[config.mk]
export PLATFORM = sky130hd
export DESIGN_NAME = lexicographic_permutation_generator_flat
export DESIGN_NICKNAME = d
export VERILOG_FILES = /design/src/sv/lpg_pkg.sv /design/src/sv/lpg_stream_if.sv /design/src/sv/lpg_front.sv /design/src/sv/lpg_cmd_queue.sv /design/src/sv/lpg_back.sv /design/src/sv/lexicographic_permutation_generator.sv /design/src/flat_wrapper.sv
export SDC_FILE = /design/constraint.sdc
export NUM_CORES = 1
export LEC_CHECK = 0
export BUFFER_PORTS_ARGS = -buffer_cell sky130_fd_sc_hd__buf_2
export CELL_PAD_IN_SITES_DETAIL_PLACEMENT = 1
export CELL_PAD_IN_SITES_GLOBAL_PLACEMENT = 1
export CORE_MARGIN = 4
export CORE_UTILIZATION = 45
export CTS_CLUSTER_SIZE = 40
export DETAILED_ROUTE_END_ITERATION = 16
export PLACE_DENSITY = 0.8
export SYNTH_ARGS = -nofsm -noshare
export SYNTH_HDL_FRONTEND = slang
export SYNTH_SLANG_ARGS = --single-unit
export TNS_END_PERCENT = 50
[constraint.sdc]
create_clock -name clock -period 5 [get_ports clock]
set_input_delay 1.25 -clock clock [delete_from_list [all_inputs] [get_ports clock]]
set_output_delay 1.25 -clock clock [all_outputs]
set_load 0.01 [all_outputs]
[src/sv/lpg_pkg.sv]
// Shared types and constants for the lexicographic permutation generator.
package lpg_pkg;

   localparam int ELEMENT_W       = 4;
   localparam int POSITION_W      = 3;
   localparam int SIZE_W          = 4;
   localparam logic [SIZE_W-1:0] ACTIVE_SIZE_RESET = 4'd8;
   localparam int CMD_QUEUE_DEPTH = 2;

   typedef enum logic {
      CMD_IDENTITY,
      CMD_ADVANCE
   } cmd_type;

   typedef struct packed {
      logic    valid;
      cmd_type cmd;
   } cmd_entry_type;

   typedef enum logic [2:0] {
      ST_IDLE,
      ST_FIND,
      ST_SWAP,
      ST_REVERSE,
      ST_EMIT,
      ST_EXHAUST
   } back_state_type;

   typedef struct packed {
      logic restart;
   } req_payload_type;

   typedef struct packed {
      logic [ELEMENT_W-1:0]  element_value;
      logic [POSITION_W-1:0] element_position;
      logic                  last_element;
      logic                  final_permutation;
      logic                  exhausted;
   } rsp_payload_type;

endpackage

[src/sv/lpg_stream_if.sv]
// Valid/ready stream interface carrying one payload word per handshake.
interface lpg_stream_if #(parameter type payload_type = logic);
   logic        valid;
   logic        ready;
   payload_type payload;

   modport source (output valid, output payload, input ready);
   modport sink (input valid, input payload, output ready);
endinterface

[src/sv/lpg_front.sv]
// Front end: size register, request classification, command push.
module lpg_front #(
   parameter int MAX_ELEMENTS = 8
) (
   input  logic                            clock,
   input  logic                            reset,
   lpg_stream_if.sink                      req,
   input  logic                            csr_write_enable,
   input  logic [lpg_pkg::SIZE_W-1:0]      csr_write_data,
   input  logic                            queue_full,
   output lpg_pkg::cmd_entry_type          push,
   output logic [$clog2(MAX_ELEMENTS+1)-1:0] size_n
);
   localparam int CNT_W = $clog2(MAX_ELEMENTS + 1);

   logic [lpg_pkg::SIZE_W-1:0] active_size_ff, active_size_in;
   logic                       first_pending_ff, first_pending_in;
   logic                       accept;

   assign req.ready = !queue_full;
   assign accept    = req.valid && req.ready;

   always_comb begin
      push.valid = accept;
      push.cmd   = (req.payload.restart || first_pending_ff) ? lpg_pkg::CMD_IDENTITY
                                                             : lpg_pkg::CMD_ADVANCE;
   end

   always_comb begin
      active_size_in   = active_size_ff;
      first_pending_in = first_pending_ff;
      if (accept) begin
         first_pending_in = 1'b0;
      end
      if (csr_write_enable) begin
         active_size_in   = csr_write_data;
         first_pending_in = 1'b1;
      end
   end

   // clamp the size into 1..MAX_ELEMENTS
   always_comb begin
      if (active_size_ff == '0) begin
         size_n = CNT_W'(1);
      end else if (32'(active_size_ff) > MAX_ELEMENTS) begin
         size_n = CNT_W'(MAX_ELEMENTS);
      end else begin
         size_n = CNT_W'(active_size_ff);
      end
   end

   always_ff @(posedge clock) begin
      if (reset) begin
         active_size_ff   <= lpg_pkg::ACTIVE_SIZE_RESET;
         first_pending_ff <= 1'b1;
      end else begin
         active_size_ff   <= active_size_in;
         first_pending_ff <= first_pending_in;
      end
   end
endmodule

[src/sv/lpg_cmd_queue.sv]
// Short command queue between front end and back end.
module lpg_cmd_queue (
   input  logic                   clock,
   input  logic                   reset,
   input  lpg_pkg::cmd_entry_type push,
   output logic                   full,
   output lpg_pkg::cmd_entry_type pop,
   input  logic                   pop_ready
);
   localparam int DEPTH = lpg_pkg::CMD_QUEUE_DEPTH;
   localparam int PTR_W = (DEPTH > 1) ? $clog2(DEPTH) : 1;
   localparam int CNT_W = $clog2(DEPTH + 1);

   lpg_pkg::cmd_type    slots_ff [DEPTH];
   logic [PTR_W-1:0]    wr_ptr_ff, wr_ptr_in;
   logic [PTR_W-1:0]    rd_ptr_ff, rd_ptr_in;
   logic [CNT_W-1:0]    count_ff, count_in;
   logic                do_push, do_pop;

   assign full      = (count_ff == CNT_W'(DEPTH));
   assign pop.valid = (count_ff != '0);
   assign pop.cmd   = slots_ff[rd_ptr_ff];
   assign do_push   = push.valid && !full;
   assign do_pop    = pop.valid && pop_ready;

   function automatic logic [PTR_W-1:0] bump(input logic [PTR_W-1:0] p);
      bump = (32'(p) == DEPTH - 1) ? '0 : p + PTR_W'(1);
   endfunction

   always_comb begin
      wr_ptr_in = do_push ? bump(wr_ptr_ff) : wr_ptr_ff;
      rd_ptr_in = do_pop ? bump(rd_ptr_ff) : rd_ptr_ff;
      count_in  = count_ff + CNT_W'(do_push) - CNT_W'(do_pop);
   end

   always_ff @(posedge clock) begin
      if (do_push) begin
         slots_ff[wr_ptr_ff] <= push.cmd;
      end
   end

   always_ff @(posedge clock) begin
      if (reset) begin
         wr_ptr_ff <= '0;
         rd_ptr_ff <= '0;
         count_ff  <= '0;
      end else begin
         wr_ptr_ff <= wr_ptr_in;
         rd_ptr_ff <= rd_ptr_in;
         count_ff  <= count_in;
      end
   end
endmodule

[src/sv/lpg_back.sv]
// Back end: permutation register, next-permutation sequencer, element output.
module lpg_back #(
   parameter int MAX_ELEMENTS = 8
) (
   input  logic                              clock,
   input  logic                              reset,
   input  lpg_pkg::cmd_entry_type            pop,
   output logic                              pop_ready,
   input  logic [$clog2(MAX_ELEMENTS+1)-1:0] size_n,
   input  logic                              size_write,
   lpg_stream_if.source                      rsp
);
   localparam int CNT_W = $clog2(MAX_ELEMENTS + 1);
   localparam int IDX_W = $clog2(MAX_ELEMENTS);
   localparam int SRC_W = CNT_W + 1;
   localparam int EW    = lpg_pkg::ELEMENT_W;

   lpg_pkg::back_state_type state_ff, state_in;
   logic [EW-1:0]           order_ff [MAX_ELEMENTS];
   logic [EW-1:0]           order_in [MAX_ELEMENTS];
   logic [IDX_W-1:0]        pivot_ff, pivot_in;
   logic [IDX_W-1:0]        pos_ff, pos_in;
   logic                    done_ff, done_in;
   logic                    rsp_valid_ff, rsp_valid_in;
   lpg_pkg::rsp_payload_type rsp_data_ff, rsp_data_in;

   logic [MAX_ELEMENTS-2:0] ascent;
   logic                    has_ascent;
   logic [IDX_W-1:0]        ascent_idx;
   logic [EW-1:0]           pivot_value;
   logic [IDX_W-1:0]        swap_idx;
   logic [SRC_W-1:0]        src;
   logic                    out_free;
   logic                    last_pos;

   assign out_free  = !rsp_valid_ff || rsp.ready;
   assign last_pos  = (CNT_W'(pos_ff) + CNT_W'(1) == size_n);
   assign rsp.valid   = rsp_valid_ff;
   assign rsp.payload = rsp_data_ff;

   // adjacent ascents inside the active size; highest one is the pivot
   always_comb begin
      ascent_idx = '0;
      for (int k = 0; k < MAX_ELEMENTS - 1; k++) begin
         ascent[k] = (CNT_W'(k + 1) < size_n) && (order_ff[k] < order_ff[k + 1]);
         if (ascent[k]) begin
            ascent_idx = IDX_W'(k);
         end
      end
      has_ascent = |ascent;
   end

   // rightmost element after the pivot that is larger than it
   always_comb begin
      pivot_value = order_ff[pivot_ff];
      swap_idx    = pivot_ff + IDX_W'(1);
      for (int k = 0; k < MAX_ELEMENTS; k++) begin
         if ((IDX_W'(k) > pivot_ff) && (CNT_W'(k) < size_n) &&
             (order_ff[k] > pivot_value)) begin
            swap_idx = IDX_W'(k);
         end
      end
   end

   always_comb begin
      state_in = state_ff;
      unique case (state_ff)
         lpg_pkg::ST_IDLE: begin
            if (pop.valid) begin
               if (pop.cmd == lpg_pkg::CMD_IDENTITY) begin
                  state_in = lpg_pkg::ST_EMIT;
               end else if (done_ff) begin
                  state_in = lpg_pkg::ST_EXHAUST;
               end else begin
                  state_in = lpg_pkg::ST_FIND;
               end
            end
         end
         lpg_pkg::ST_FIND:    state_in = has_ascent ? lpg_pkg::ST_SWAP : lpg_pkg::ST_EMIT;
         lpg_pkg::ST_SWAP:    state_in = lpg_pkg::ST_REVERSE;
         lpg_pkg::ST_REVERSE: state_in = lpg_pkg::ST_EMIT;
         lpg_pkg::ST_EMIT: begin
            if (out_free && last_pos) begin
               state_in = lpg_pkg::ST_IDLE;
            end
         end
         lpg_pkg::ST_EXHAUST: begin
            if (out_free) begin
               state_in = lpg_pkg::ST_IDLE;
            end
         end
         default: state_in = lpg_pkg::ST_IDLE;
      endcase
   end

   always_comb begin
      order_in     = order_ff;
      pivot_in     = pivot_ff;
      pos_in       = pos_ff;
      done_in      = done_ff;
      rsp_valid_in = rsp_valid_ff && !rsp.ready;
      rsp_data_in  = rsp_data_ff;
      pop_ready    = 1'b0;
      src          = '0;
      unique case (state_ff)
         lpg_pkg::ST_IDLE: begin
            pop_ready = 1'b1;
            pos_in    = '0;
            if (pop.valid && pop.cmd == lpg_pkg::CMD_IDENTITY) begin
               done_in = 1'b0;
               for (int k = 0; k < MAX_ELEMENTS; k++) begin
                  order_in[k] = EW'(k + 1);
               end
            end
         end
         lpg_pkg::ST_FIND: begin
            pivot_in = ascent_idx;
         end
         lpg_pkg::ST_SWAP: begin
            order_in[pivot_ff] = order_ff[swap_idx];
            order_in[swap_idx] = pivot_value;
         end
         lpg_pkg::ST_REVERSE: begin
            for (int k = 0; k < MAX_ELEMENTS; k++) begin
               src = SRC_W'(pivot_ff) + SRC_W'(size_n) - SRC_W'(k);
               if ((IDX_W'(k) > pivot_ff) && (CNT_W'(k) < size_n)) begin
                  order_in[k] = order_ff[src[IDX_W-1:0]];
               end
            end
         end
         lpg_pkg::ST_EMIT: begin
            if (out_free) begin
               rsp_valid_in                  = 1'b1;
               rsp_data_in.element_value     = order_ff[pos_ff];
               rsp_data_in.element_position  = lpg_pkg::POSITION_W'(pos_ff);
               rsp_data_in.last_element      = last_pos;
               rsp_data_in.final_permutation = !has_ascent;
               rsp_data_in.exhausted         = 1'b0;
               pos_in                        = pos_ff + IDX_W'(1);
               if (last_pos && !has_ascent) begin
                  done_in = 1'b1;
               end
            end
         end
         lpg_pkg::ST_EXHAUST: begin
            if (out_free) begin
               rsp_valid_in                  = 1'b1;
               rsp_data_in.element_value     = '0;
               rsp_data_in.element_position  = '0;
               rsp_data_in.last_element      = 1'b1;
               rsp_data_in.final_permutation = 1'b0;
               rsp_data_in.exhausted         = 1'b1;
            end
         end
         default: begin
            pop_ready = 1'b0;
         end
      endcase
      if (size_write) begin
         done_in = 1'b0;
      end
   end

   always_ff @(posedge clock) begin
      pivot_ff    <= pivot_in;
      pos_ff      <= pos_in;
      rsp_data_ff <= rsp_data_in;
   end

   always_ff @(posedge clock) begin
      if (reset) begin
         state_ff     <= lpg_pkg::ST_IDLE;
         done_ff      <= 1'b0;
         rsp_valid_ff <= 1'b0;
         for (int k = 0; k < MAX_ELEMENTS; k++) begin
            order_ff[k] <= EW'(k + 1);
         end
      end else begin
         state_ff     <= state_in;
         done_ff      <= done_in;
         rsp_valid_ff <= rsp_valid_in;
         order_ff     <= order_in;
      end
   end
endmodule

[src/sv/lexicographic_permutation_generator.sv]
// Top level of the lexicographic permutation generator.
//
// Each word on req asks for one permutation of 1..n, n being the size set
// through csr_write_enable / csr_write_data (0 acts as 1, values above
// MAX_ELEMENTS act as MAX_ELEMENTS). restart = 1, the first request after
// reset and the first request after any size write give the identity;
// otherwise the block steps to the next permutation in lexicographic order.
// The answer is n words on rsp, one per element, the last one flagged;
// once the descending permutation is out, each further plain request
// returns a single exhausted word.
// Timing: the front end classifies a request in the accept cycle and
// queues it (two deep); the back end pops it once it is idle. An identity
// request then streams n words at one per cycle while rsp is not stalled;
// an advance first steps through pivot search, swap and tail reversal;
// an exhausted reply is a single word. Back-end sequencing sets the rate.
// Reset loads the identity, sets size 8 and empties the queue.
// A stall on rsp holds the output register and the back end; the queue
// keeps taking requests until it fills, then req.ready drops.
module lexicographic_permutation_generator #(
   parameter int MAX_ELEMENTS = 8
) (
   input  logic                         clock,
   input  logic                         reset,
   lpg_stream_if.sink                   req,
   lpg_stream_if.source                 rsp,
   input  logic                         csr_write_enable,
   input  logic [lpg_pkg::SIZE_W-1:0]   csr_write_data
);
   localparam int CNT_W = $clog2(MAX_ELEMENTS + 1);

   lpg_pkg::cmd_entry_type push;
   lpg_pkg::cmd_entry_type pop;
   logic                   queue_full;
   logic                   pop_ready;
   logic [CNT_W-1:0]       size_n;

   // classify requests and hold the size register
   lpg_front #(.MAX_ELEMENTS(MAX_ELEMENTS)) u_front (
      .clock            (clock),
      .reset            (reset),
      .req              (req),
      .csr_write_enable (csr_write_enable),
      .csr_write_data   (csr_write_data),
      .queue_full       (queue_full),
      .push             (push),
      .size_n           (size_n)
   );

   // decouple the two halves so either side may stall
   lpg_cmd_queue u_queue (
      .clock     (clock),
      .reset     (reset),
      .push      (push),
      .full      (queue_full),
      .pop       (pop),
      .pop_ready (pop_ready)
   );

   // advance the permutation and stream its elements
   lpg_back #(.MAX_ELEMENTS(MAX_ELEMENTS)) u_back (
      .clock      (clock),
      .reset      (reset),
      .pop        (pop),
      .pop_ready  (pop_ready),
      .size_n     (size_n),
      .size_write (csr_write_enable),
      .rsp        (rsp)
   );
endmodule

[src/flat_wrapper.sv]
// flat-port wrapper written by rule: the top's interface ports become plain ports
module lexicographic_permutation_generator_flat import lpg_pkg::*;
#(
   parameter int MAX_ELEMENTS = 8
)
  (clock, reset, csr_write_enable, csr_write_data, req_valid, req_payload, req_ready, rsp_valid, rsp_payload, rsp_ready);
  lpg_stream_if #(.payload_type(req_payload_type)) req_i ();
  lpg_stream_if #(.payload_type(rsp_payload_type)) rsp_i ();
  input  logic clock;
  input  logic reset;
  input  logic csr_write_enable;
  input  logic [lpg_pkg::SIZE_W-1:0] csr_write_data;
  input wire logic [$bits(req_i.valid)-1:0] req_valid;
  input wire logic [$bits(req_i.payload)-1:0] req_payload;
  output wire logic [$bits(req_i.ready)-1:0] req_ready;
  output wire logic [$bits(rsp_i.valid)-1:0] rsp_valid;
  output wire logic [$bits(rsp_i.payload)-1:0] rsp_payload;
  input wire logic [$bits(rsp_i.ready)-1:0] rsp_ready;
  assign req_i.valid = req_valid;
  assign req_i.payload = req_payload;
  assign req_ready = req_i.ready;
  assign rsp_valid = rsp_i.valid;
  assign rsp_payload = rsp_i.payload;
  assign rsp_i.ready = rsp_ready;
  lexicographic_permutation_generator #(.MAX_ELEMENTS(MAX_ELEMENTS)) u_core (.clock(clock), .reset(reset), .req(req_i), .rsp(rsp_i), .csr_write_enable(csr_write_enable), .csr_write_data(csr_write_data));
endmodule
==> run_results.csv <==
group,metric,value,unit
drt,wl_per_cell,30.2,um
critical_path,cp-start-kind,"flop",
run,max_cap_violations,0,
timing,period_share,0.980,
pwr,irDropWorstVdd,0.000396,V
place,placement.io_buffers,21,
floorplanning,ios,22,
clock_tree,clk_path_buf_depth,2,
logic_synthesis,synth-seq-cells,65,
clock_tree,cts_tree,"built",
finish,finalNetCount,1028,
critical_path,cp_data_arrival_time,5140,ps
critical_path,max_stage_delay,540,ps
clock_tree,cts.sinks,65,
timing,fin_worst_skew,13.8,ps
floorplanning,placementRows,47,
logic_synthesis,yosys.area.top_type,"dfxtp_1",
clock_tree,cts_made_buffers,9,
pwr,p_seq_frac,0.127,
hold_path,hold_class,"reg2reg",
logic_synthesis,async_reset_ff_frac,0,
clock_tree,cts_hold_buffers,0,
global_routing,grt_max_degree,37,
drt,ant_nets,0,
drt,route.detailed.drc,0,
critical_path,crit_chain,"inv_1 > and3_1 > a221oi_1 > and3_2 > ha_1 > and4_1 > or4_1 > a221oi_1 > a311oi_2 > buf_4 > o21ai_2 > a221oi_1 > o21ai_1 > buf_4 > nand3_1 > a2111oi_2",
critical_path,cp_common_cell,"a221oi_1",
logic_synthesis,synth_common_cells,"nor2_1, ha_1, a21oi_1",
logic_synthesis,yosysWarningCount,0,
timing,rsz0062_at_grt,"yes",
timing,hold_violations,0,
drt,drt_first_pass_iters,5,
finish,diodes,0,
pwr,internal-power,3.08,mW
logic_synthesis,netlist_area,7610,um2
logic_synthesis,synth_area_per_cell,8.61,um2
finish,drive_above_1_share,0.233,
global_routing,grt_pass1_vias,8412,
logic_synthesis,ys_types,84,
pwr,power_density,765,nW/um2
finish,area_growth,16.0,%
timing,setup_viol,0,
floorplanning,die_y,138,um
floorplanning,dieArea,19100,um2
logic_synthesis,synth_top_area_share,0.124,
clock_tree,clk_latency,350,ps
pwr,leakage,3.61,nW
finish,fin_area,8820,um2
critical_path,crit_family,"compound AO/OA/AOI/OAI gates",
clock_tree,root_buffer,"clkbuf_16",
critical_path,path_buf_inv,3,
logic_synthesis,syn-instance-count,884,
pwr,switching_share,0.543,
pwr,p_clk_frac,0.100,
floorplanning,start_util,0.459,
logic_synthesis,yosysSeqAreaShare,0.195,
timing,slew_headroom,0.232,
logic_synthesis,synth_edf_count,18,
pwr,pwr-share-comb,0.773,
critical_path,cp-end-kind,"flop",
place,placed_cell_area,8400,um2
timing,min_period,4900,ps
drt,first_iter_violations,1059,
drt,drt_wl_total,35600,um
global_routing,grt_pass1_wl,53000,um
global_routing,antenna_found_initial,0,
logic_synthesis,synthFlopType,"dfxtp_1",
timing,whs,471,ps
drt,vias,8364,
critical_path,crit_required,5240,ps
place,gp_congestion,1.05,
critical_path,cpMaxStageDelayCell,"edfxtp_1",
global_routing,grt_overflow_total,0,
logic_synthesis,yosysMostFrequentCell,"nor2_1",
place,dpl.hpwl,26700,um
floorplanning,die_w,138,um
global_routing,grt_util_all_layers,0.361,
outcome,status,"complete, no violations",
logic_synthesis,yosys-top-cells-area,"dfxtp_1, mux4_2, ha_1, edfxtp_1, mux2i_1",
critical_path,worstSetupPathType,"reg2reg",
timing,drv_slew,0,
drt,via_per_inst,7.09,
pwr,p_sw,3.67,mW
floorplanning,core,16600,um2
clock_tree,htree_levels,3,
critical_path,cp_max_fo,11,
logic_synthesis,syn_nets,957,
timing,max_slew.worst_pin.slew,1150,ps
timing,max_freq,204,MHz
clock_tree,clk_pin_slew,70,ps
-- worst paths after layout --
check	start	endpoint	slack (ps)	cells past startpoint
worst min-delay path	u_core.u_front.first_pending_ff	u_core.u_front.first_pending_ff	470	1
worst min register to register	u_core.u_front.first_pending_ff	u_core.u_front.first_pending_ff	470	1
worst max register to register	u_core.u_back.pivot_ff[1]	u_core.u_back.order_ff[0]	100	16
worst max-delay path	u_core.u_back.pivot_ff[1]	u_core.u_back.order_ff[0]	100	16
-- power groups by stage --
stage | Sequential, mW | Clock (mW) | Combinational (mW)
final | 0.858 | 0.677 | 5.21
after global routing | 0.869 | 0.700 | 5.51
after CTS | 0.857 | 0.675 | 4.96
after detailed placement | 0.866 | 0 | 4.86
after global placement | 0.860 | 0 | 4.73
after floorplan | 0.858 | 0 | 3.13
-- cell usage in the layout, fill, tap and decap left out, drive strengths merged, types with 11 or more instances in the layout --
| cell type | n |
|---|---|
| mux4 | 40 |
| nor2 | 98 |
| edfxtp | 18 |
| inv | 43 |
| a2111oi | 12 |
| buf | 122 |
| nor3 | 32 |
| o22ai | 11 |
| a31oi | 17 |
| mux2i | 48 |
| a21oi | 57 |
| a211oi | 19 |
| nand2b | 16 |
| nor2b | 15 |
| nand4 | 11 |
| nand3 | 23 |
| o21ai | 41 |
| nand2 | 45 |
| dfxtp | 47 |
| ha | 62 |
| a21o | 14 |
-- logic make-up (layout without fill, tap and decap cells) --
family	count (synthesis)	count (layout)	share of synthesized area
simple gates	293	293	0.194
buf+inv	103	179	0.0556
flops	65	65	0.195
mux	95	95	0.192
xor+xnor	12	12	0.0138
compound gates	253	253	0.245
fa+ha+maj	63	63	0.105
-- stage by stage --
| stage | power (mW) | std cells | util | setup slack [ps] | setup TNS, ps |
|---|---|---|---|---|---|
| 3_3_place_gp | 5.59 | 1153 | 0.507 | -32.3 | -32.3 |
| 3_5_place_dp | 5.73 | 1153 | 0.507 | -148 | -588 |
| 4_1_cts | 6.49 | 1171 | 0.526 | 8.71 | 0 |
| 2_1_floorplan | 3.99 | 884 | - | 8.33 | 0 |
| 5_1_grt | 7.08 | 1180 | 0.532 | -57.0 | -313 |
| 6_report | 6.75 | 1180 | 0.532 | 102 | 0 |
-- routing by layer --
layer | wire [um] | track usage | share of wire
met1 | 14100 | 0.484 | 0.40
met3 | 3590 | 0.0701 | 0.10
met4 | 2450 | 0.218 | 0.069
met5 | 0 | 0 | 0
met2 | 15500 | 0.540 | 0.43
-- registers in the layout, summed over array words and instances (netlist names), 2 cells and up, named ones only --
register                       flops
u_core.u_back.order_ff            32
u_core.u_queue.count_ff            2
u_core.u_back.pos_ff               3
u_core.u_back.pivot_ff             3
u_core.u_queue.slots_ff            2
u_core.u_back.state_ff             3
u_core.u_back.rsp.payload         10
u_core.u_front.active_size_ff      4
-- final cells by class --
cell class,instances,area (um2)
clock buffers,9,225
fillers,2005,7760
inverters,41,154
flip-flops and latches,65,1480
well taps,220,275
clock inverters,7,77.6
multi-input cells,716,5750
repair buffers,122,863
-- worst reg2reg max path, delay by kind of cell, from the launching register on --
family,cells,cell delay (ps)
simple gates,5,1450
fa+ha+maj,1,280
buf+inv,3,650
compound gates,7,1860
flops,1,540
-- timing repair --
action / 4_1_cts / 5_1_grt
setup buffers: 2 / 9
setup endpoints to repair: 9 / 31
pin swaps: 0 / 0
resized for setup: 2 / 7
No activity file was read; power rests on OpenSTA's default activity.
